===== config.mk =====
export PLATFORM = sky130hd
export DESIGN_NAME = mlfr_csr
export DESIGN_NICKNAME = d
export VERILOG_FILES = /design/src/rtl/core/mlfr_pkg.sv /design/src/rtl/core/mlfr_csr.sv
export SDC_FILE = /design/constraint.sdc
export NUM_CORES = 1
export LEC_CHECK = 0
export BUFFER_PORTS_ARGS = -buffer_cell sky130_fd_sc_hd__buf_2
export CAP_MARGIN = 20
export CELL_PAD_IN_SITES_DETAIL_PLACEMENT = 2
export CELL_PAD_IN_SITES_GLOBAL_PLACEMENT = 2
export CORE_MARGIN = 2
export CORE_UTILIZATION = 21
export CTS_CLUSTER_DIAMETER = 100
export DETAILED_ROUTE_END_ITERATION = 10
export PLACE_DENSITY = 0.85
export SLEW_MARGIN = 10
export SYNTH_ARGS = -nofsm -noshare
export SYNTH_HDL_FRONTEND = slang
export SYNTH_SLANG_ARGS = --single-unit

===== constraint.sdc =====
create_clock -name clock -period 0.9 [get_ports clock]
set_input_delay 0.045 -clock clock [delete_from_list [all_inputs] [get_ports clock]]
set_output_delay 0.045 -clock clock [all_outputs]
set_load 0.02 [all_outputs]

===== src/rtl/core/mlfr_pkg.sv =====
// Package of shared types and constants for the link frame receiver.
`timescale 1ns / 1ps

package mlfr_pkg;

   // Longest payload run that aborts a frame, and the payload memory geometry.
   localparam int MAX_DATA    = 64;
   localparam int STORE_DEPTH = 64;
   localparam int STORE_AW    = $clog2(STORE_DEPTH);
   localparam int COUNT_W     = 6;

   localparam int BYTE_W = 8;
   localparam int CSR_DW = 32;
   localparam int CSR_AW = 4;

   // The device id that is always accepted besides the broadcast id.
   localparam logic [BYTE_W-1:0] DEVICE_ID_SELF = 8'd1;
   localparam logic [BYTE_W-1:0] BROADCAST_RESET = 8'd254;

   // Register indexes of the configuration port.
   typedef enum logic [1:0] {
      REG_OWN_ADDRESS       = 2'd0,
      REG_SENDER_A          = 2'd1,
      REG_SENDER_B          = 2'd2,
      REG_BROADCAST_ADDRESS = 2'd3
   } mlfr_reg_type;

   typedef enum logic [3:0] {
      ST_HUNT,
      ST_SENDER,
      ST_DEVICE,
      ST_PACKET,
      ST_LENGTH,
      ST_PAYLOAD,
      ST_CHECK,
      ST_REPLAY_READ,
      ST_REPLAY_LOAD
   } mlfr_state_type;

   typedef struct packed {
      logic [BYTE_W-1:0] own_address;
      logic [BYTE_W-1:0] sender_a;
      logic [BYTE_W-1:0] sender_b;
      logic [BYTE_W-1:0] broadcast_address;
   } mlfr_cfg_type;

   // Commands from the controller to the datapath.
   typedef struct packed {
      logic sum_load;
      logic sum_add;
      logic src_load;
      logic pkt_load;
      logic len_load;
      logic store_write;
      logic idx_clear;
      logic idx_inc;
      logic rd_issue;
      logic out_load;
   } mlfr_cmd_type;

   // Status from the datapath to the controller.
   typedef struct packed {
      logic own_match;
      logic sender_match;
      logic device_match;
      logic len_zero;
      logic count_done;
      logic count_overflow;
      logic sum_ok;
      logic replay_last;
      logic out_free;
   } mlfr_status_type;

endpackage


===== src/rtl/core/mlfr_csr.sv =====
// Configuration register file of the link frame receiver.
`timescale 1ns / 1ps

module mlfr_csr
   import mlfr_pkg::*;
(
   input  logic              clock,
   input  logic              reset,
   input  logic              csr_psel,
   input  logic              csr_penable,
   input  logic              csr_pwrite,
   input  logic [CSR_AW-1:0] csr_paddr,
   input  logic [CSR_DW-1:0] csr_pwdata,
   output logic [CSR_DW-1:0] csr_prdata,
   output logic              csr_pready,
   output mlfr_cfg_type      cfg
);

   mlfr_cfg_type cfg_ff, cfg_in;
   mlfr_reg_type reg_index;
   logic         write_en;

   assign reg_index  = mlfr_reg_type'(csr_paddr[CSR_AW-1:2]);
   assign write_en   = csr_psel && csr_penable && csr_pwrite;
   assign csr_pready = 1'b1;
   assign cfg        = cfg_ff;

   always_comb begin
      cfg_in = cfg_ff;
      if (write_en) begin
         unique case (reg_index)
            REG_OWN_ADDRESS:       cfg_in.own_address       = csr_pwdata[BYTE_W-1:0];
            REG_SENDER_A:          cfg_in.sender_a          = csr_pwdata[BYTE_W-1:0];
            REG_SENDER_B:          cfg_in.sender_b          = csr_pwdata[BYTE_W-1:0];
            REG_BROADCAST_ADDRESS: cfg_in.broadcast_address = csr_pwdata[BYTE_W-1:0];
            default: ;
         endcase
      end
   end

   always_comb begin
      unique case (reg_index)
         REG_OWN_ADDRESS:       csr_prdata = CSR_DW'(cfg_ff.own_address);
         REG_SENDER_A:          csr_prdata = CSR_DW'(cfg_ff.sender_a);
         REG_SENDER_B:          csr_prdata = CSR_DW'(cfg_ff.sender_b);
         REG_BROADCAST_ADDRESS: csr_prdata = CSR_DW'(cfg_ff.broadcast_address);
         default:               csr_prdata = '0;
      endcase
   end

   always_ff @(posedge clock) begin
      if (reset) begin
         cfg_ff.own_address       <= '0;
         cfg_ff.sender_a          <= '0;
         cfg_ff.sender_b          <= '0;
         cfg_ff.broadcast_address <= BROADCAST_RESET;
      end else begin
         cfg_ff <= cfg_in;
      end
   end

endmodule


==> out/qor.csv <==
stage,metric,value,unit
run_status,outcome,finished with violations,
run_status,violations,setup timing,
logic_synthesis,syn_inst,172,
setup_path,crit_family,multiplexers,
power,max-vdd-ir-drop,0.000521,V
detailed_routing,dr.pass1.iters,4,
setup_path,cpMaxStageDelayCell,mux4_2,
detailed_routing,routedWlPerCell,17.1,microns
sta,drv_slew,0,
clocking,htreeDepth,2,
layout,num_antenna_cells,0,
grt,gr-total-overflow,0,
logic_synthesis,yosys_warnings,0,
setup_path,path_buf_inv,1,
place,place_inst,370,
power,fin_total_pwr,3640,uW
die,start_util,0.214,
detailed_routing,via_count,1600,
setup_path,cp-start-kind,register,
clocking,cts_num_sinks,32,
clocking,clock_path_buffers,2,
grt,grt_antenna_before_repair,0,
logic_synthesis,postSynthAreaPerCell,10.1,sq um
die,die-area,8990,sq um
clocking,cts_tree,yes,
logic_synthesis,yosysUniqueCellTypes,18,
detailed_routing,wirelength,6640,microns
die,row_count,33,
die,die_y,94.8,microns
place,portBuffers,54,
setup_path,cp.required,0.85,ns
sta,fin_skew,0,ns
sta,rsz0062_at_grt,true,
setup_path,slowest_delay,0.49,ns
die,ios,106,
clocking,insertion_delay,0.28,ns
layout,final_nets,324,
setup_path,worstPathMaxFanout,2,
sta,final_hold_viol_count,0,
layout,instances_no_fill,389,
logic_synthesis,synth-seq-cells,32,
run,drv_cap,0,
grt,grt_pass1_wl,9670,microns
sta,finalSetupViolCount,18,
detailed_routing,drt_iter0_markers,44,
clocking,clk_pin_slew_worst_paths,0.08,ns
place,dp_hpwl,4610,microns
die,core-area,8090,sq um
setup_path,cp.arrival,1.27,ns
setup_path,crit_type,register to primary output,
detailed_routing,drc,0,
power,p_per_area,1200,nW/um^2
layout,syn2layout_area_growth,75.2,%
layout,largest_reg_flops,32,
grt,track_usage,0.142,
logic_synthesis,syn_area,1730,sq um
sta,max_freq,762,MHz
setup_path,crit_path_end_kind,primary output,
setup_path,cp_cell_sequence,mux4_2 > buf_6,
grt,grt_max_degree,39,
sta,setup_slack,-0.413,ns
clocking,cts_buffers,5,
die,fp.dieW,94.8,microns
detailed_routing,ant_nets,0,
power,power.static_leakage,0.00138,uW
min_path,hold_path_class,primary input to register,
sta,period_minus_slack,1.31,ns
sta,fin_crit_sh,1.46,
grt,grt_pass1_vias,1801,
detailed_routing,via_per_inst,4.11,
clocking,cts-root-buf,clkbuf_8,
layout,drive_gt1_frac,0.613,
place,gp_congestion,0.768,
logic_synthesis,ys_seq_area_frac,0.370,
==> cells in the mapped netlist <==
| master | instances | share of area |
|---|---|---|
| dfxtp_1 | 32 | 0.37 |
| clkbuf_1 | 6 | 0.013 |
| nor3_2 | 1 | 0.0058 |
| o21ai_1 | 8 | 0.023 |
| nor2_1 | 14 | 0.030 |
| conb_1 | 2 | 0.0043 |
| nand2b_1 | 26 | 0.094 |
| inv_4 | 1 | 0.0036 |
| mux2i_1 | 24 | 0.14 |
| nand4_4 | 1 | 0.012 |
| nor2_4 | 1 | 0.0065 |
| buf_6 | 2 | 0.013 |
| nand3_2 | 1 | 0.0058 |
| or3_1 | 2 | 0.0072 |
| buf_4 | 27 | 0.12 |
| mux4_2 | 8 | 0.10 |
| nor2b_1 | 8 | 0.029 |
| o21ai_0 | 8 | 0.023 |
==> cells in the final DEF, fill, tap and decap left out <==
master	netlist	final
nor2_4	1	2
nand3_2	1	1
or3_4	0	1
buf_6	2	76
buf_12	0	2
mux2i_1	24	24
nor2_1	14	12
dfxtp_2	0	32
conb_1	2	25
clkbuf_8	0	7
o21ai_1	8	10
buf_2	0	14
nand2b_1	26	25
inv_4	1	1
nor3_2	1	1
buf_4	27	24
or3_1	2	1
nand4_4	1	1
o21ai_0	8	6
mux4_2	8	8
nor2b_1	8	7
nor2_2	0	1
nor2b_2	0	1
bufinv_16	0	1
nand2b_2	0	1
==> tightest hold or removal path: stages <==
cell and delay [ns]:
buf_2 0.09, nor2_1 0.04, mux2i_1 0.11
==> layer usage <==
layer	share of wire	up-vias	track usage
met5	0	-	0
met4	0.0083	0	0.0326
met3	0.042	4	0.0311
met2	0.57	42	0.283
met1	0.38	805	0.150
li1	-	749	-
==> kinds of logic after synthesis <==
kind of cell    count (synthesis)  synth area share
compound gates                 16            0.0462
buf+inv                        36             0.147
flops                          32             0.370
mux                            32             0.243
other cells                     2           0.00433
simple gates                   54             0.191
==> per-stage QoR <==
step | utilization | hold slack (ns) | setup TNS [ns] | setup WS [ns] | area, sq um
floorplan | - | 0.212 | -0.225 | -0.0282 | 1870
global placement | 0.299 | 0.317 | -5.09 | -0.185 | 2420
detailed placement | 0.299 | 0.337 | -7.20 | -0.267 | 2420
CTS | 0.365 | 0.0409 | -3.63 | -0.419 | 2960
global route | 0.375 | 0.0621 | -4.60 | -0.440 | 3040
finish | 0.375 | 0.0451 | -3.82 | -0.413 | 3040
==> timing repair <==
action | CTS | global route
buffers inserted | 12 | 19
hold buffers | 0 | 0
hold endpoints to repair | 0 | 0
resized for setup | 114 | 22
pin swaps | 1 | 0
endpoints found under the setup margin | 39 | 45
==> power by group <==
group	leakage (uW)	switching [uW]	internal, uW
sequential	0.000268	14.3	1440
combinational	0.00105	347	269
clock	0.0000645	595	978
total	0.00138	956	2680
==> worst paths after layout <==
check                                          start                    to  slack [ns]  cells past startpoint
worst min register to register  cfg[18]$_SDFFE_PP0P_  cfg[18]$_SDFFE_PP0P_        0.59                      3
worst max-delay path             cfg[7]$_SDFFE_PP1P_         csr_prdata[7]       -0.41                      2
worst max register to register   cfg[7]$_SDFFE_PP1P_   cfg[7]$_SDFFE_PP1P_       -0.07                      5
worst min-delay path                   csr_pwdata[1]   cfg[1]$_SDFFE_PP1P_        0.05                      3
==> cell type report <==
type | instances | area, sq um
Timing Repair Buffer | 116 | 1150
Tap cell | 105 | 131
Clock buffer | 7 | 96.3
Sequential cell | 32 | 681
Clock inverter | 1 | 30.0
Fill cell | 873 | 5060
Multi-Input combinational cell | 127 | 945
Inverter | 1 | 6.26
Power figures use the tool's default switching activity.
