===== src/rtl/core/mlfr_pkg.sv =====
// Package of shared types and constants for the link frame receiver.
`timescale 1ns / 1ps

package mlfr_pkg;

   // Longest payload run that aborts a frame, and the payload memory geometry.
   localparam int MAX_DATA    = 64;
   localparam int STORE_DEPTH = 64;
   localparam int STORE_AW    = $clog2(STORE_DEPTH);
   localparam int COUNT_W     = 6;

   localparam int BYTE_W = 8;
   localparam int CSR_DW = 32;
   localparam int CSR_AW = 4;

   // The device id that is always accepted besides the broadcast id.
   localparam logic [BYTE_W-1:0] DEVICE_ID_SELF = 8'd1;
   localparam logic [BYTE_W-1:0] BROADCAST_RESET = 8'd254;

   // Register indexes of the configuration port.
   typedef enum logic [1:0] {
      REG_OWN_ADDRESS       = 2'd0,
      REG_SENDER_A          = 2'd1,
      REG_SENDER_B          = 2'd2,
      REG_BROADCAST_ADDRESS = 2'd3
   } mlfr_reg_type;

   typedef enum logic [3:0] {
      ST_HUNT,
      ST_SENDER,
      ST_DEVICE,
      ST_PACKET,
      ST_LENGTH,
      ST_PAYLOAD,
      ST_CHECK,
      ST_REPLAY_READ,
      ST_REPLAY_LOAD
   } mlfr_state_type;

   typedef struct packed {
      logic [BYTE_W-1:0] own_address;
      logic [BYTE_W-1:0] sender_a;
      logic [BYTE_W-1:0] sender_b;
      logic [BYTE_W-1:0] broadcast_address;
   } mlfr_cfg_type;

   // Commands from the controller to the datapath.
   typedef struct packed {
      logic sum_load;
      logic sum_add;
      logic src_load;
      logic pkt_load;
      logic len_load;
      logic store_write;
      logic idx_clear;
      logic idx_inc;
      logic rd_issue;
      logic out_load;
   } mlfr_cmd_type;

   // Status from the datapath to the controller.
   typedef struct packed {
      logic own_match;
      logic sender_match;
      logic device_match;
      logic len_zero;
      logic count_done;
      logic count_overflow;
      logic sum_ok;
      logic replay_last;
      logic out_free;
   } mlfr_status_type;

endpackage


===== src/rtl/core/mlfr_ctrl.sv =====
// Frame hunting and replay state machine of the link frame receiver.
`timescale 1ns / 1ps

module mlfr_ctrl
   import mlfr_pkg::*;
(
   input  logic            clock,
   input  logic            reset,
   input  logic            req_valid,
   output logic            req_ready,
   input  mlfr_status_type status,
   output mlfr_cmd_type    cmd
);

   mlfr_state_type state_ff, state_in;
   logic           accept;

   assign accept = req_valid && req_ready;

   always_comb begin
      state_in = state_ff;
      unique case (state_ff)
         ST_HUNT: begin
            if (accept && status.own_match) state_in = ST_SENDER;
         end
         ST_SENDER: begin
            if (accept) state_in = status.sender_match ? ST_DEVICE : ST_HUNT;
         end
         ST_DEVICE: begin
            if (accept) state_in = status.device_match ? ST_PACKET : ST_HUNT;
         end
         ST_PACKET: begin
            if (accept) state_in = ST_LENGTH;
         end
         ST_LENGTH: begin
            if (accept) state_in = status.len_zero ? ST_CHECK : ST_PAYLOAD;
         end
         ST_PAYLOAD: begin
            if (accept) begin
               if (status.count_overflow)  state_in = ST_HUNT;
               else if (status.count_done) state_in = ST_CHECK;
            end
         end
         ST_CHECK: begin
            if (accept) state_in = status.sum_ok ? ST_REPLAY_READ : ST_HUNT;
         end
         ST_REPLAY_READ: begin
            state_in = ST_REPLAY_LOAD;
         end
         ST_REPLAY_LOAD: begin
            if (status.out_free) state_in = status.replay_last ? ST_HUNT : ST_REPLAY_READ;
         end
         default: state_in = ST_HUNT;
      endcase
   end

   always_comb begin
      cmd       = '0;
      req_ready = 1'b0;
      unique case (state_ff)
         ST_HUNT: begin
            req_ready    = 1'b1;
            cmd.sum_load = accept && status.own_match;
         end
         ST_SENDER: begin
            req_ready    = 1'b1;
            cmd.sum_add  = accept && status.sender_match;
            cmd.src_load = accept && status.sender_match;
         end
         ST_DEVICE: begin
            req_ready   = 1'b1;
            cmd.sum_add = accept && status.device_match;
         end
         ST_PACKET: begin
            req_ready    = 1'b1;
            cmd.sum_add  = accept;
            cmd.pkt_load = accept;
         end
         ST_LENGTH: begin
            req_ready    = 1'b1;
            cmd.sum_add  = accept;
            cmd.len_load = accept;
         end
         ST_PAYLOAD: begin
            req_ready       = 1'b1;
            cmd.sum_add     = accept;
            cmd.store_write = accept;
         end
         ST_CHECK: begin
            req_ready     = 1'b1;
            cmd.sum_add   = accept;
            cmd.idx_clear = accept && status.sum_ok;
         end
         ST_REPLAY_READ: begin
            cmd.rd_issue = 1'b1;
         end
         ST_REPLAY_LOAD: begin
            cmd.out_load = status.out_free;
            cmd.idx_inc  = status.out_free && !status.replay_last;
         end
         default: ;
      endcase
   end

   always_ff @(posedge clock) begin
      if (reset) begin
         state_ff <= ST_HUNT;
      end else begin
         state_ff <= state_in;
      end
   end

endmodule


===== config.mk =====
export PLATFORM = sky130hd
export DESIGN_NAME = mlfr_ctrl
export DESIGN_NICKNAME = d
export VERILOG_FILES = /design/src/rtl/core/mlfr_pkg.sv /design/src/rtl/core/mlfr_ctrl.sv
export SDC_FILE = /design/constraint.sdc
export NUM_CORES = 1
export LEC_CHECK = 0
export ABC_CLOCK_PERIOD_IN_PS = 4700
export BUFFER_PORTS_ARGS = -buffer_cell sky130_fd_sc_hd__buf_2
export CORE_AREA = 2 2 39 41
export CTS_BUF_LIST = sky130_fd_sc_hd__clkbuf_2
export DETAILED_ROUTE_END_ITERATION = 12
export DIE_AREA = 0 0 41 43
export PLACE_DENSITY = 0.72
export SKIP_CTS_REPAIR_TIMING = 1
export SLEW_MARGIN = 30
export SYNTH_ARGS = -nofsm -noshare
export SYNTH_HDL_FRONTEND = slang
export SYNTH_SLANG_ARGS = --single-unit

===== constraint.sdc =====
create_clock -name clock -period 4.7 [get_ports clock]
set_input_delay 0.47 -clock clock [delete_from_list [all_inputs] [get_ports clock]]
set_output_delay 0.47 -clock clock [all_outputs]
set_load 0.05 [all_outputs]

==> key figures <==
Setup path
  – Worst EP required: between 4 and 5 ns
  – RR Endpoint: state_ff[0]
  – Reg2reg path depth: 4
  – R2r setup slk: between 2 and 3 ns
  – CP Data Arrival Time: 1.69 ns
  – R2r startpoint: state_ff[2]
  – Worst Setup End Kind: output port
  – CP Max Fanout: 16
  – Kind of critical path: flip-flop to output port
  – Crit start category: flip-flop

STA
  – Fin Setup TNS: 0 ns
  – RSZ-0062 raised after global routing: no
  – Fmax: approximately 460 MHz
  – Final worst path period share: 46.0%
  – Worst-margin pin slew: slightly below 0.5 ns
  – Max Slew Vio Count: 0
  – Fin Hold WS: ~0.52 ns
  – Clock skew: between 0.003 and 0.004 ns
  – Hold Fails Final Rpt: 0
  – Setup violators final: 0
  – Post-route setup slack: 2.54 ns
  – Slew headroom: 67.4%
  – Fin crit period: 2.16 ns

Pwr
  – Worst VDD drop: about 0.00028 V
  – Clock network fraction of total power: under 10%
  – Final Power: between 0.0003 and 0.0004 W
  – Cell leakage power: 0.277 nW
  – P per Cell Area: between 500 and 600 nW/um^2
  – Sw Share: approximately 55%
  – Seq pwr share: a little over a quarter
  – Cell internal pwr: 0.000157 W
  – Combinational Power Share: between 60% and 70%
  – Sw Pwr: around 0.0002 W

Place
  – GP Congestion: about 0.83
  – Dpl hpwl: between 900 and 1000 um
  – Place WS: 2.76 ns
  – IO Port Bufs: 22
  – Dpl cells: 96

Yosys
  – Post-synth EDFFs: 0
  – Synth top area share: 16.9%
  – Cell area after synthesis: ~470 um^2
  – Yosys synthesis warning count: 0
  – Synthesized Nets: between 70 and 80
  – Top-count cell post-synth: nor2_1
  – Synth area leaders: dfxtp_1 (17%), nand3b_1 (6.3%), nor2_1 (5.6%), a211oi_1 (4.8%), and4b_1 (4.2%)
  – Post-synthesis cell type count: 32
  – Syn avg cell area: 7.63 um^2
  – Seq/Total Area, Yosys: approximately 17%
  – Top_reg_cell synth: dfxtp_1
  – Synth Instances: slightly above 60
  – Synthesis-stage register bit count: 4
  – Most frequent cells after synthesis: nor2_1 (7), dfxtp_1 (4), nand3b_1 (4), o21ai_0 (4)
  – Post-synth ARST share: 0%
  – Synth area leader: dfxtp_1

Die
  – Die width: 41 um
  – Die area: about 1800 um^2
  – Top Ports: 23
  – Die Height: around 43 um
  – Starting density of the core: 34.2%
  – # rows: 14
  – Core area: around 1400 um^2

Route
  – Iteration-0 DRC Markers: 7
  – Via/cell ratio: about 5.6
  – Post-DR wirelength/cell: roughly 12 um
  – Residual DRC: 0
  – Vias: roughly 560
  – ANT nets after route: 0
  – Post-Route WL: roughly 1200 um
  – DR pass1 iterations: 4

GRT
  – Global-route wire length before repair: about 1900 um
  – Largest net degree at the start of global routing: 18
  – Antenna violations before repair: 0
  – Total congestion overflow: 0
  – GRT Total Usage: 15.1%
  – Vias in the first global route: ~430

Finish
  – Layout overhead on the synthesized area: 26.7%
  – Ant. Diodes: 0
  – Largest Register: state_ff
  – Layout Nets: just under 100
  – Layout cells sized above 1: between 30% and 40%
  – Largest register FFs: 4
  – Biggest regs: state_ff x4
  – Final cell count without fillers: about 100

Outcome
  – Status: complete, no violations

Clock tree
  – Clk sinks: 4
  – Clock slew at reported path FFs: ~0.040 ns
  – CTS tree: done
  – Root buffer cell: clkbuf_2
  – H-tree depth: 1
  – Clock insertion delay at the later pin of the skew report: approximately 0.20 ns
  – CTS Buf Count: 3
  – Clk buf depth: 2

Worst hold path
  – Hold wc startpoint: reset
  – Worst hold path class: input port to flip-flop
  – Hold path depth: 2
  – WHS Endpoint: state_ff[3]

Flow run
  – Max-cap violations: 0
[worst max-delay path, cell delays in order (launching register included)]
cell	delay [ns]
dfxtp_1	0.60
nand3b_1	0.12
a211oi_1	0.31
a211oi_1	0.09
nor2_1	0.11
buf_2	0.26
[placed cells by master (no fill, tap or decap), types with 2 or more instances in the layout]
cell,count
a211oi_1,3
a21o_1,2
and3_1,2
and4_1,2
and4b_1,2
buf_2,22
clkbuf_2,3
dfxtp_1,4
inv_1,2
nand2_1,3
nand2b_1,2
nand3b_1,4
nor2_1,7
nor2b_1,3
o21ai_0,4
or4b_1,2
[power by group through the flow]
stage	Sequential [W]	Combinational, W	Clock (W)
floorplan	0.0000599	0.000218	0
global placement	0.0000909	0.000226	0
detailed placement	0.0000928	0.000229	0
CTS	0.0000923	0.000230	0.0000323
global route	0.0000971	0.000252	0.0000379
finish	0.0000937	0.000229	0.0000302
[through the flow]
| step | utilization, % | cell area, um^2 |
|---|---|---|
| 3_5_place_dp | 42.2 | 584 |
| 6_report | 43.3 | 599 |
| 4_1_cts | 43.3 | 599 |
| 2_1_floorplan | - | 473 |
| 5_1_grt | 43.3 | 599 |
| 3_3_place_gp | 42.2 | 584 |
[per-layer routing]
layer	share of wire (%)	vias up	GRT usage [%]
li1	-	280	-
met1	50	265	22.0
met2	47	10	20.9
met3	2.5	0	3.14
met4	0	0	6.00
met5	0	-	0
[layout make-up]
| type | instances | area [um^2] |
|---|---|---|
| multi-input cells | 52 | 367 |
| flip-flops and latches | 4 | 80.1 |
| repair buffers | 22 | 110 |
| inverters | 2 | 7.51 |
| fillers | 151 | 785 |
| clock buffers | 3 | 15.0 |
| well taps | 16 | 20.0 |
[worst max path at each step]
stage / cells past startpoint / slack (ns) / start / end
2_1_floorplan: 4 / 2.24 / state_ff[0] / cmd[8]
3_3_place_gp: 5 / 2.84 / state_ff[0] / cmd[8]
3_5_place_dp: 5 / 2.76 / state_ff[0] / cmd[8]
4_1_cts: 5 / 2.53 / state_ff[0] / cmd[8]
5_1_grt: 5 / 2.39 / state_ff[0] / cmd[8]
6_report: 5 / 2.54 / state_ff[0] / cmd[8]
[cell families after synthesis]
family                 synth area share [%]
AND/OR/NAND/NOR                        47.9
multiplexers                           2.12
AO/OA/AOI/OAI                          27.5
buffers and inverters                  5.55
flip-flops                             16.9
Note: power is estimated with default switching activity, not from simulation.
