[src/rtl/core/mlfr_pkg.sv]
// Package of shared types and constants for the link frame receiver.
`timescale 1ns / 1ps

package mlfr_pkg;

   // Longest payload run that aborts a frame, and the payload memory geometry.
   localparam int MAX_DATA    = 64;
   localparam int STORE_DEPTH = 64;
   localparam int STORE_AW    = $clog2(STORE_DEPTH);
   localparam int COUNT_W     = 6;

   localparam int BYTE_W = 8;
   localparam int CSR_DW = 32;
   localparam int CSR_AW = 4;

   // The device id that is always accepted besides the broadcast id.
   localparam logic [BYTE_W-1:0] DEVICE_ID_SELF = 8'd1;
   localparam logic [BYTE_W-1:0] BROADCAST_RESET = 8'd254;

   // Register indexes of the configuration port.
   typedef enum logic [1:0] {
      REG_OWN_ADDRESS       = 2'd0,
      REG_SENDER_A          = 2'd1,
      REG_SENDER_B          = 2'd2,
      REG_BROADCAST_ADDRESS = 2'd3
   } mlfr_reg_type;

   typedef enum logic [3:0] {
      ST_HUNT,
      ST_SENDER,
      ST_DEVICE,
      ST_PACKET,
      ST_LENGTH,
      ST_PAYLOAD,
      ST_CHECK,
      ST_REPLAY_READ,
      ST_REPLAY_LOAD
   } mlfr_state_type;

   typedef struct packed {
      logic [BYTE_W-1:0] own_address;
      logic [BYTE_W-1:0] sender_a;
      logic [BYTE_W-1:0] sender_b;
      logic [BYTE_W-1:0] broadcast_address;
   } mlfr_cfg_type;

   // Commands from the controller to the datapath.
   typedef struct packed {
      logic sum_load;
      logic sum_add;
      logic src_load;
      logic pkt_load;
      logic len_load;
      logic store_write;
      logic idx_clear;
      logic idx_inc;
      logic rd_issue;
      logic out_load;
   } mlfr_cmd_type;

   // Status from the datapath to the controller.
   typedef struct packed {
      logic own_match;
      logic sender_match;
      logic device_match;
      logic len_zero;
      logic count_done;
      logic count_overflow;
      logic sum_ok;
      logic replay_last;
      logic out_free;
   } mlfr_status_type;

endpackage

[src/rtl/core/mlfr_dp.sv]
// Datapath of the link frame receiver: header fields, checksum, payload memory, result register.
`timescale 1ns / 1ps

module mlfr_dp
   import mlfr_pkg::*;
(
   input  logic               clock,
   input  logic               reset,
   input  mlfr_cfg_type       cfg,
   input  logic [BYTE_W-1:0]  rx_byte,
   input  mlfr_cmd_type       cmd,
   output mlfr_status_type    status,
   output logic               rsp_valid,
   input  logic               rsp_ready,
   output logic [BYTE_W-1:0]  rsp_source_id,
   output logic [BYTE_W-1:0]  rsp_packet_id,
   output logic [COUNT_W-1:0] rsp_payload_length,
   output logic [COUNT_W-1:0] rsp_byte_index,
   output logic [BYTE_W-1:0]  rsp_payload_byte,
   output logic               rsp_last
);

   logic [BYTE_W-1:0]  running_sum_ff, running_sum_in;
   logic [BYTE_W-1:0]  held_source_ff;
   logic [BYTE_W-1:0]  held_packet_ff;
   logic [BYTE_W-1:0]  expected_length_ff;
   logic [COUNT_W-1:0] received_count_ff;
   logic [COUNT_W:0]   count_next;
   logic [COUNT_W-1:0] replay_idx_ff;
   logic [BYTE_W-1:0]  rd_data_ff;
   logic [BYTE_W-1:0]  store [0:STORE_DEPTH-1];
   logic               frame_empty;
   logic [COUNT_W-1:0] replay_len;

   logic               out_valid_ff;
   logic [BYTE_W-1:0]  out_source_ff;
   logic [BYTE_W-1:0]  out_packet_ff;
   logic [COUNT_W-1:0] out_length_ff;
   logic [COUNT_W-1:0] out_index_ff;
   logic [BYTE_W-1:0]  out_byte_ff;
   logic               out_last_ff;

   assign running_sum_in = running_sum_ff + rx_byte;
   assign count_next     = {1'b0, received_count_ff} + (COUNT_W+1)'(1);
   assign frame_empty    = (expected_length_ff == '0);
   assign replay_len     = expected_length_ff[COUNT_W-1:0];

   always_comb begin
      status.own_match      = (rx_byte == cfg.own_address);
      status.sender_match   = (rx_byte == cfg.sender_a) || (rx_byte == cfg.sender_b);
      status.device_match   = (rx_byte == DEVICE_ID_SELF) || (rx_byte == cfg.broadcast_address);
      status.len_zero       = (rx_byte == '0);
      status.count_done     = ({1'b0, count_next} >= expected_length_ff);
      status.count_overflow = (count_next >= (COUNT_W+1)'(MAX_DATA));
      status.sum_ok         = (running_sum_in == '0);
      status.replay_last    = frame_empty || (replay_idx_ff == replay_len - COUNT_W'(1));
      status.out_free       = !out_valid_ff || rsp_ready;
   end

   always_ff @(posedge clock) begin
      if (reset) begin
         running_sum_ff     <= '0;
         held_source_ff     <= '0;
         held_packet_ff     <= '0;
         expected_length_ff <= '0;
         received_count_ff  <= '0;
         replay_idx_ff      <= '0;
         out_valid_ff       <= 1'b0;
      end else begin
         if (cmd.sum_load) running_sum_ff <= rx_byte;
         else if (cmd.sum_add) running_sum_ff <= running_sum_in;
         if (cmd.src_load) held_source_ff <= rx_byte;
         if (cmd.pkt_load) held_packet_ff <= rx_byte;
         if (cmd.len_load) begin
            expected_length_ff <= rx_byte;
            received_count_ff  <= '0;
         end else if (cmd.store_write) begin
            received_count_ff <= count_next[COUNT_W-1:0];
         end
         if (cmd.idx_clear) replay_idx_ff <= '0;
         else if (cmd.idx_inc) replay_idx_ff <= replay_idx_ff + COUNT_W'(1);
         if (cmd.out_load) out_valid_ff <= 1'b1;
         else if (rsp_ready) out_valid_ff <= 1'b0;
      end
   end

   // Payload memory: one write port for reception, one registered read port for replay.
   always_ff @(posedge clock) begin
      if (cmd.store_write) store[received_count_ff[STORE_AW-1:0]] <= rx_byte;
      if (cmd.rd_issue) rd_data_ff <= store[replay_idx_ff[STORE_AW-1:0]];
   end

   always_ff @(posedge clock) begin
      if (cmd.out_load) begin
         out_source_ff <= held_source_ff;
         out_packet_ff <= held_packet_ff;
         out_length_ff <= replay_len;
         out_index_ff  <= replay_idx_ff;
         out_byte_ff   <= frame_empty ? '0 : rd_data_ff;
         out_last_ff   <= status.replay_last;
      end
   end

   assign rsp_valid          = out_valid_ff;
   assign rsp_source_id      = out_source_ff;
   assign rsp_packet_id      = out_packet_ff;
   assign rsp_payload_length = out_length_ff;
   assign rsp_byte_index     = out_index_ff;
   assign rsp_payload_byte   = out_byte_ff;
   assign rsp_last           = out_last_ff;

`ifndef ASSERT_OFF
   // A result is never loaded over one that has not yet been taken.
   a_no_overwrite: assert property (@(posedge clock) disable iff (reset)
      cmd.out_load |-> (!out_valid_ff || rsp_ready))
      else $error("result register overwritten");

   // Reception and replay never share the payload memory in one cycle.
   a_no_write_in_replay: assert property (@(posedge clock) disable iff (reset)
      cmd.store_write |-> !(cmd.rd_issue || cmd.out_load))
      else $error("payload write during replay");

   // A replayed frame is always shorter than the abort limit.
   a_length_bound: assert property (@(posedge clock) disable iff (reset)
      cmd.out_load |-> (expected_length_ff < BYTE_W'(MAX_DATA)))
      else $error("replayed frame exceeds payload limit");
`endif

endmodule

[config.mk]
export PLATFORM = sky130hd
export DESIGN_NAME = mlfr_dp
export DESIGN_NICKNAME = d
export VERILOG_FILES = /design/src/rtl/core/mlfr_pkg.sv /design/src/rtl/core/mlfr_dp.sv
export SDC_FILE = /design/constraint.sdc
export NUM_CORES = 1
export LEC_CHECK = 0
export ABC_AREA = 1
export ABC_CLOCK_PERIOD_IN_PS = 2500
export BUFFER_PORTS_ARGS = -buffer_cell sky130_fd_sc_hd__buf_2
export CAP_MARGIN = 30
export CORE_AREA = 2 2 211 213
export CTS_CLUSTER_SIZE = 30
export DETAILED_ROUTE_END_ITERATION = 6
export DIE_AREA = 0 0 213 215
export HOLD_SLACK_MARGIN = 0.1
export PLACE_DENSITY = 0.85
export RECOVER_POWER = 100
export REMOVE_ABC_BUFFERS = 1
export SLEW_MARGIN = 0
export SYNTH_ARGS = -nofsm -noshare
export SYNTH_HDL_FRONTEND = slang
export SYNTH_SLANG_ARGS = --single-unit
[constraint.sdc]
create_clock -name clock -period 2.5 [get_ports clock]
set_clock_uncertainty 0.2 [all_clocks]
set_input_delay 0.125 -clock clock [delete_from_list [all_inputs] [get_ports clock]]
set_output_delay 0.125 -clock clock [all_outputs]
set_load 0.005 [all_outputs]
==> key figures <==
Global routing
  – First-pass GRT wire length: 101 mm
  – GRT Total Usage: 0.289
  – Initial antenna violation count: 4
  – Largest net degree at the start of global routing: roughly 90
  – Grt total ovfl: 0
  – Vias in the first global route: approximately 19000

Placed design
  – Port buffer count: 99
  – RePlAce Congestion: ~0.91
  – HPWL Detailed: approximately 39 mm
  – Cells after DPL: 3143

Worst setup path
  – CP cell instances: nand2_1 > nor2_4 > inv_2 > o21ai_2 > inv_1 > ha_1 > nand2_2 > nor2_4 > nand4_1 > o2111ai_2 > buf_2
  – CP Max Fanout: 7
  – Worst setup EP type: primary output
  – FF-to-FF Start: replay_idx_ff[1]
  – CP most frequent cell: nor2_4
  – Worst reg2reg endpoint: rd_data_ff[4]
  – Crit path DAT: approximately 2400 ps
  – Worst R2R Setup Slack: -50 ps
  – R2R cell count: 7
  – Setup crit start kind: register
  – Max stage delay on crit path: slightly below 400 ps
  – Data required time at the worst endpoint: ~2200 ps
  – Worst Path Class, Setup: register to primary output
  – Slowest stage cell, crit path: dfxtp_4

Final layout
  – Area grow syn2layout: 15.2%
  – Finished Layout Cells: approximately 3300
  – Final net count: 2723
  – Share of layout cells above drive strength 1: 0.121

Synthesis
  – Seq/Total Area, Yosys: 0.682
  – Synth area leader: edfxtp_1
  – Area contributors post-synth: edfxtp_1 65%, nand2_1 11%, nand3_1 5.7%
  – Top_reg_cell synth: edfxtp_1
  – Post-synth cell types: 36
  – Syn_area_per_cell: 10.6 µm²
  – Yosys warns: 0
  – Synth top area share: 0.647
  – Post-synth EDFFs: between 500 and 600
  – Yosys reg bits: 602
  – Post-Synthesis Cell Area: 25900 µm²
  – Most common cell in the netlist: nand2_1
  – Commonest cells in the netlist: 776 x nand2_1, 557 x edfxtp_1, 294 x nand3_1
  – Synth Instances: 2450
  – Asr flop ratio synth: 0

CTS
  – Insertion delay of the later-clocked pin in the worst-skew pair: just over 600 ps
  – Reg clk slew, reported paths: ~60 ps
  – Max clock buf depth: 3
  – CTS tree: done
  – Root Buffer: clkbuf_16
  – # clock sinks: 602
  – TritonCTS Buffers: 58
  – H-tree lvl count: 2

Route
  – DR WL/cell: between 20 and 25 µm
  – Vias: roughly 19000
  – Routed Antenna Nets: 0
  – Vias per cell: 5.82
  – DRC: 0
  – 1st-pass router iterations: 7
  – Initial DRC count: about 2800
  – Final wirelength: around 67 mm

Timing
  – Final min period: around 2700 ps
  – Tcrit/Tclk final: 1.10
  – Slew @ Worst Pin: roughly 1700 ps
  – Setup violators final: 65
  – Fin. max-slew vios: between 300 and 400
  – Relative slew slack: -0.156
  – Hold violation total from the final report: 0
  – RSZ-0062 raised after global routing: true
  – Final WS setup: -240 ps
  – Max Fclk: around 0.37 GHz

Power and ir drop
  – Reg power frac: 0.533
  – Pint: around 16 mW
  – Share of total power in combinational logic: 0.061
  – Switching Fraction: 0.219
  – VDD IR max: about 0.52 mV
  – Switching power: between 4 and 5 mW
  – Clk pwr share: 0.407
  – P per Cell Area: between 700 and 800 nW/µm²
  – Pwr Total: 21.0 mW
  – Leakage power: around 12 nW

Floorplanning
  – DIE WIDTH: 213 µm
  – Total Die Area: 45800 µm²
  – Core area: approximately 44000 µm²
  – Row cnt: 77
  – Total I/O pin count: 100
  – Die Height: 215 µm
  – Starting density of the core: 0.592

Job
  – Max-Cap Viols: 5

Min path
  – Hold path depth: 3
  – Worst Hold Class: input pin to register
  – Hold EP: received_count_ff[3]
  – HP Start: cmd[4]

Status
  – Failing checks: capacitance limit, slew limit, setup timing
  – Status: finished, violations left
## metrics by stage
| stage | hold slack, ps | setup TNS, ps | cell area (µm²) | util | setup WS [ps] |
|---|---|---|---|---|---|
| detailed placement | 211 | 0 | 27500 | 0.629 | 261 |
| global route | 232 | -7120 | 29800 | 0.682 | -316 |
| global placement | 192 | 0 | 27500 | 0.629 | 189 |
| floorplan | -5.93 | -83590 | 25200 | - | -5750 |
| finish | 199 | -1910 | 29800 | 0.682 | -240 |
| CTS | 120 | -376 | 29800 | 0.682 | -176 |
## placed cells by master, fill, tap and decap left out, types with 6 or more instances in the layout
| cell | n |
|---|---|
| a21oi_1 | 68 |
| buf_12 | 9 |
| buf_2 | 65 |
| buf_4 | 107 |
| clkbuf_1 | 50 |
| clkbuf_16 | 59 |
| clkbuf_2 | 9 |
| clkinv_1 | 15 |
| clkinv_2 | 14 |
| dfxtp_1 | 36 |
| dlygate4sd3_1 | 30 |
| edfxtp_1 | 557 |
| ha_1 | 13 |
| inv_1 | 211 |
| nand2_1 | 771 |
| nand3_1 | 293 |
| nand4_1 | 12 |
| nor2_1 | 187 |
| nor3_1 | 6 |
| o211ai_1 | 24 |
| o21ai_0 | 50 |
| or2_2 | 9 |
| xnor2_1 | 19 |
| xor2_1 | 8 |
## registers in the layout, indices dropped and copies added (netlist names)
name and count:
rsp_source_id 8, rsp_valid 1, rsp_payload_length 6, rsp_payload_byte 8
rsp_packet_id 8, received_count_ff 6, rd_data_ff 8, running_sum_ff 8
held_packet_ff 8, replay_idx_ff 6, store 512, held_source_ff 8
rsp_last 1, rsp_byte_index 6, expected_length_ff 8
## repair_timing
item / 4_1_cts / 5_1_grt
buffers inserted: 5 / 7
hold buffers: 30 / 0
setup endpoints to repair: 3 / 5
hold endpoints to repair: 237 / 0
pin swaps: 3 / 11
gates cloned: 1 / 0
resized for setup: 28 / 31
## worst max-delay path, delay by kind of cell, from the launching register on
family          cells  cell delay, ps
fa+ha+maj           1             320
compound gates      2             240
flops               1             390
buf+inv             3             280
simple gates        5             560
## power groups by stage
stage,Clock (mW),Sequential (mW),Combinational (mW)
finish,8.54,11.2,1.27
global route,8.98,11.2,1.38
CTS,8.57,11.2,1.22
detailed placement,0,11.4,1.15
global placement,0,11.4,1.09
floorplan,0,11.4,0.574
## logic make-up (layout without fill, tap and decap cells)
logic type	count (synthesis)	after routing	synth area share
XOR/XNOR	29	29	0.00982
AO/OA/AOI/OAI	161	161	0.0346
buffers and inverters	343	590	0.0588
AND/OR/NAND/NOR	1297	1297	0.206
flip-flops	602	602	0.682
other	0	1	0
adder cells (fa/ha/maj)	18	18	0.00900
## cell type report
cell class,count,area [µm²]
antenna,1,2.50
clock inverter,32,290
sequential,602,17600
timing repair buffer,261,1840
fill,2858,13900
inverter,224,850
tap,592,741
clock buffer,73,1550
multi-input combinational,1505,6860
## layer usage
metal  share of wire  wire, µm  vias to the layer above  global-route usage
li1                -         -                     8619                   -
met1            0.36     24000                     9014               0.372
met2            0.48     31900                     1254               0.468
met3            0.11      7110                      269              0.0611
met4           0.054      3590                        4               0.141
met5         0.00091        61                        -                   0
## worst max path at each step
| stage | start | to |
|---|---|---|
| after global routing | received_count_ff[1] | status[4] |
| after CTS | received_count_ff[2] | status[4] |
| final | received_count_ff[1] | status[4] |
| after floorplan | replay_idx_ff[0] | rd_data_ff[4] |
| after detailed placement | received_count_ff[2] | status[4] |
| after global placement | received_count_ff[1] | status[4] |
(Power assumes the default switching activity.)
